===== config.mk =====
export PLATFORM = sky130hd
export DESIGN_NAME = rlu_isqrt
export DESIGN_NICKNAME = d
export VERILOG_FILES = /design/src/rlu_pkg.sv /design/src/rlu_isqrt.sv
export SDC_FILE = /design/constraint.sdc
export NUM_CORES = 2
export LEC_CHECK = 0
export BUFFER_PORTS_ARGS = -buffer_cell sky130_fd_sc_hd__buf_2
export CAP_MARGIN = 40
export CORE_MARGIN = 4
export CORE_UTILIZATION = 35
export DETAILED_ROUTE_END_ITERATION = 16
export PLACE_DENSITY = 0.53
export REMOVE_ABC_BUFFERS = 1
export SYNTH_ARGS = -nofsm -noshare
export SYNTH_HDL_FRONTEND = slang
export SYNTH_MEMORY_MAX_BITS = 65536
export SYNTH_SLANG_ARGS = --single-unit

===== constraint.sdc =====
create_clock -name clk -period 7.35 [get_ports clk]
set_input_delay 0.3675 -clock clk [delete_from_list [all_inputs] [get_ports clk]]
set_output_delay 0.3675 -clock clk [all_outputs]
set_load 0.02 [all_outputs]

===== src/rlu_pkg.sv =====
`timescale 1ns / 1ps
// ----------------------------------------------------------------------------
// Radial lens undistort package
// Shared payload types, register codes, pipeline latencies and the saturating
// helpers of the correction datapath.
// ----------------------------------------------------------------------------
package rlu_pkg;

  // Input beat: one distorted point, signed Q16.16.
  typedef struct packed {
    logic signed [31:0] in_x;
    logic signed [31:0] in_y;
  } in_t;

  // Result beat: corrected point and pass-through flag.
  typedef struct packed {
    logic signed [31:0] out_x;
    logic signed [31:0] out_y;
    logic               unchanged;
  } out_t;

  // Configuration register indexes.
  typedef enum logic [2:0] {
    REG_CENTER_X = 3'd0,
    REG_CENTER_Y = 3'd1,
    REG_COEF_R1  = 3'd2,
    REG_COEF_R3  = 3'd3,
    REG_COEF_R5  = 3'd4,
    REG_COEF_R7  = 3'd5
  } cfg_reg_t;

  // Unit latencies.
  localparam int MUL_LAT    = 3;   // 64x64 multiplier from four 32x32 products
  localparam int SQRT_STEPS = 32;  // one root bit per stage
  localparam int QBITS      = 62;  // one quotient bit per stage

  // Cycles from an accepted beat to its result strobe.
  localparam int LATENCY = 4 + SQRT_STEPS + 4 * (MUL_LAT + 1) + (MUL_LAT + 1) + 3 + 1
                           + MUL_LAT + QBITS + 1;

  localparam logic signed [63:0] CAP62 = 64'sh3FFF_FFFF_FFFF_FFFF;

  // Saturate an unsigned product (already shifted) at 2^62-1.
  function automatic logic [61:0] sat62(input logic [127:0] v);
    if (|v[127:62]) begin
      return {62{1'b1}};
    end
    return v[61:0];
  endfunction

  // Clamp a signed sum to +-(2^62-1).
  function automatic logic signed [63:0] clamp62(input logic signed [63:0] v);
    if (v > CAP62) begin
      return CAP62;
    end else if (v < -CAP62) begin
      return -CAP62;
    end
    return v;
  endfunction

  // Clamp a wide signed value to the 32-bit signed range.
  function automatic logic [31:0] clamp32(input logic signed [65:0] v);
    if (v > 66'sd2147483647) begin
      return 32'h7FFF_FFFF;
    end else if (v < -66'sd2147483648) begin
      return 32'h8000_0000;
    end
    return v[31:0];
  endfunction

endpackage


===== src/rlu_isqrt.sv =====
`timescale 1ns / 1ps
// ----------------------------------------------------------------------------
// Pipelined integer square root
// Digit-by-digit floor square root of a 64-bit value, one root bit a stage.
// ----------------------------------------------------------------------------
module rlu_isqrt
  import rlu_pkg::*;
(
  input  logic        clk,
  input  logic [63:0] n,
  output logic [31:0] root
);

  logic [63:0] n_q    [SQRT_STEPS];
  logic [35:0] rem_q  [SQRT_STEPS];
  logic [31:0] root_q [SQRT_STEPS];

  for (genvar k = 0; k < SQRT_STEPS; k++) begin : g_step
    logic [63:0] n_in;
    logic [35:0] rem_in;
    logic [31:0] root_in;
    logic [35:0] cur;
    logic [35:0] trial;

    if (k == 0) begin : g_first
      assign n_in    = n;
      assign rem_in  = '0;
      assign root_in = '0;
    end else begin : g_next
      assign n_in    = n_q[k-1];
      assign rem_in  = rem_q[k-1];
      assign root_in = root_q[k-1];
    end

    // Bring down the next two bits and try the next root bit.
    assign cur   = {rem_in[33:0], n_in[2*(SQRT_STEPS-1-k)+1 -: 2]};
    assign trial = {2'b00, root_in, 2'b01};

    always_ff @(posedge clk) begin
      n_q[k] <= n_in;
      if (cur >= trial) begin
        rem_q[k]  <= cur - trial;
        root_q[k] <= {root_in[30:0], 1'b1};
      end else begin
        rem_q[k]  <= cur;
        root_q[k] <= {root_in[30:0], 1'b0};
      end
    end
  end

  assign root = root_q[SQRT_STEPS-1];

endmodule


==> reports/metrics.yaml <==
detailed_routing:
  via_count: 62330
  post_drt_wl_per_cell_microns: 15.25
  detail_route.iter0.violations: 3370
  route.final.wire_length_mm: 199.7
  drt_drc_violations_left: 0
  via_per_inst: 4.761
  drt_pass1_iterations: 8
  ant_nets: 0
power_and_ir_drop:
  p_total_mw: 37.28
  power_leakage_nw: 49.53
  max-vdd-ir-drop_uv: 290.3
  p_per_area_mw_per_mm2: 348.7
timing:
  finalClockSkew_ps: 73.27
  fin_crit_ps: 4557
  setup_slack_ps: 2793
  max-slew-margin-rel: 0.3281
  final-hold-violation-count: 0
  hold-worst-slack_ps: 160.5
  tns_ps: 0
  final_setup_violations: 0
  final_min_period_over_clock_period: 0.6200
  fmax_mhz: 219.5
  grt_setup_unrepaired: "false"
  timing_max_transition_violations_final: 0
  worst-slew-pin-transition_ps: 982.5
grt:
  grt_pass1_wl_mm: 324.6
  grt_max_degree: 56
  grt.total_usage: 0.1447
  first_global_vias: 62610
  globalRoute.totalOverflow: 0
  number_of_antenna_violations_at_the_first_check_in_global_routing: 5
clock_network:
  post_cts_resize_count: 0
  cts_inserted_buffers: 283
  clock_insertion_delay_worst_skew_ps: 830
  cts.sinks: 2523
  clock_tree_from_tritoncts: "built"
  clock_tree.htree_level_count: 5
  clockRootBuffer: "clkbuf_16"
  cts.hold.buffers_added: 65
  post_cts_buffers: 0
  cts.path.max_buffers: 4
  cts.reportedPaths.clkPinSlew_ps: 60
floorplanning:
  height_of_the_chip_microns: 520.9
  ios: 97
  floorplan.initialDensity: 0.3513
  rows: 188
  die_x_microns: 520.9
  die_area_sq_mm: 0.2713
  core_area_sq_mm: 0.2620
critical_path:
  critical_path.most_common_cell: "or4_1"
  timing.critical_path.from_type: "flop"
  timing.critical_path.arrival_ps: 5250
  required_ps: 8050
  worst_path_max_delay_cell: "or4_1"
  reg2reg_to: "rem_q[0][241]"
  worstPathMaxFanout: 15
  r2r_setup_slack_ps: 2790
  critical_path.top_delay_family: "simple AND/OR/NAND/NOR gates"
  timing.critical_path.depth: 10
  critPathCaptureType: "flop"
  crit_path_cell_trace: "or4_1 > or3_1 > or4_1 > or4_1 > or4_1 > or4_1 > nand3b_2 > or3_1 > nor3_1 > xor2_1"
  worst_r2r_startpoint: "rem_q[0][200]"
  critPathMaxStageDelay_ps: 690
  path_class: "reg2reg"
  worst_r2r_path_cells: 10
  worst-path-buf-inv: 0
finish:
  final_area_sq_mm: 0.1069
  final_nets: 9991
  num_antenna_cells: 0
  final_common_cell: "dfxtp_1"
  final_layout_size_suffix_gt1_frac: 0.07706
  final_cells: 13090
  utilization: 0.4080
  areaGrowthSynthToFinish_pct: 16.14
  fillCellCount: 25450
  layout.cells.most_common_list: "dfxtp_1 (2523), inv_1 (704), nand2_1 (667)"
synth:
  synth_edf_count: 0
  fraction_of_registers_with_async_set_or_reset_after_synthesis: 0
  synth_top_area_cell: "dfxtp_1"
  synth-seq-area-share: 0.5486
  post_synth_num_cell_types: 85
  netlist_area_sq_mm: 0.09207
  netlist_top_cells_area: "dfxtp_1 (55%), ha_1 (7.6%), xnor2_1 (4.2%)"
  syn_area_cell_sq_um: 10.16
  postSynthCellCount: 9058
  ys_seq_elements: 2523
  synth_flop_cell: "dfxtp_1"
  yosys.area.top_type_share: 0.5486
  number_of_warnings_printed_during_yosys_synthesis: 0
place:
  pre_cts_slack_ps: 2820
  dpl.hpwl_mm: 151.6
  dpl_cell_area_sq_mm: 0.09667
  port_buffers: 96
  placedCellCount: 12530
  final_replace_weighted_congestion: 0.8520
hold_path:
  min_path_type: "in2reg"
  whs_path_depth: 2
  worstHoldEndpoint: "n_q[0][41]"
  timing.hold.worst.start: "n[41]"
run_status:
  run_status: "completed"
flow_run:
  timing.max_cap.violations: 0
==> worst max-delay path by stage <==
| stage | startpoint | end | slack, ps |
|---|---|---|---|
| after floorplan | rem_q[0][456] | rem_q[0][494] | 90 |
| after global placement | rem_q[0][200] | rem_q[0][239] | 2800 |
| after detailed placement | rem_q[0][200] | rem_q[0][241] | 2820 |
| after CTS | rem_q[0][200] | rem_q[0][241] | 2800 |
| after global routing | rem_q[0][200] | rem_q[0][239] | 2560 |
| final | rem_q[0][200] | rem_q[0][241] | 2790 |
==> synth_stat cells, drive strengths merged, types with 11 or more instances <==
cell type and instances:
a31o 11, buf 11, nand2 667, mux2 68, and3 64, o21a 101
xnor2 437, nor4 126, nor4b 16, dfxtp 2523, a41oi 13, nor2b 88
xor2 399, a21o 250, nor3b 15, nand3 149, nor3 238, ha 562
or2 38, nand3b 22, a211oi 44, a211o 19, o21bai 54, inv 708
or4 61, o31ai 69, o31a 12, o21ai 477, a31oi 50, a21oi 526
a21boi 21, o211ai 37, and4 17, a2111oi 24, o41ai 12, nand4 105
and2 29, nor2 506, nand2b 121, clkbuf 159, or3 94
==> per-layer routing <==
layer  part of all wire  wire length, microns  up-vias  GRT usage
met2               0.49                 98270     1070     0.2605
met3              0.037                  7460      449    0.02142
met5                  0                     0        -          0
met1               0.44                 86970    29150     0.1748
li1                   -                     -    31660          -
met4              0.035                  6968        0    0.05092
==> sequential cells by signal, summed over array words and instances, names as in the netlist <==
register,count
rem_q,1003
n_q,992
root_q,528
==> final cells by class <==
class	instances	area, sq um	area share
Sequential cell	2523	50510	0.4724
Multi-Input combinational cell	5656	38370	0.3588
Clock buffer	378	7988	0.07470
Tap cell	3515	4398	0.04113
Inverter	709	2669	0.02496
Clock inverter	120	1600	0.01497
Timing Repair Buffer	191	1390	0.01300
==> report_power, final <==
part           internal (mW)  switching (mW)
logic                   2.47            2.98
registers               15.9            1.66
clock network           8.76            5.50
==> cells by family after synthesis <==
kind of cell | after synthesis | share of synthesized area
other | 1 | 0.00004073
buffers and inverters | 879 | 0.03610
AOI/OAI and AO/OA | 1797 | 0.1213
muxes | 75 | 0.009078
xor gates and xnor gates | 836 | 0.07953
DFF | 2523 | 0.5486
and+or+nand+nor | 2385 | 0.1290
adders and majority gates | 562 | 0.07638
No activity file was read; power rests on OpenSTA's default activity.
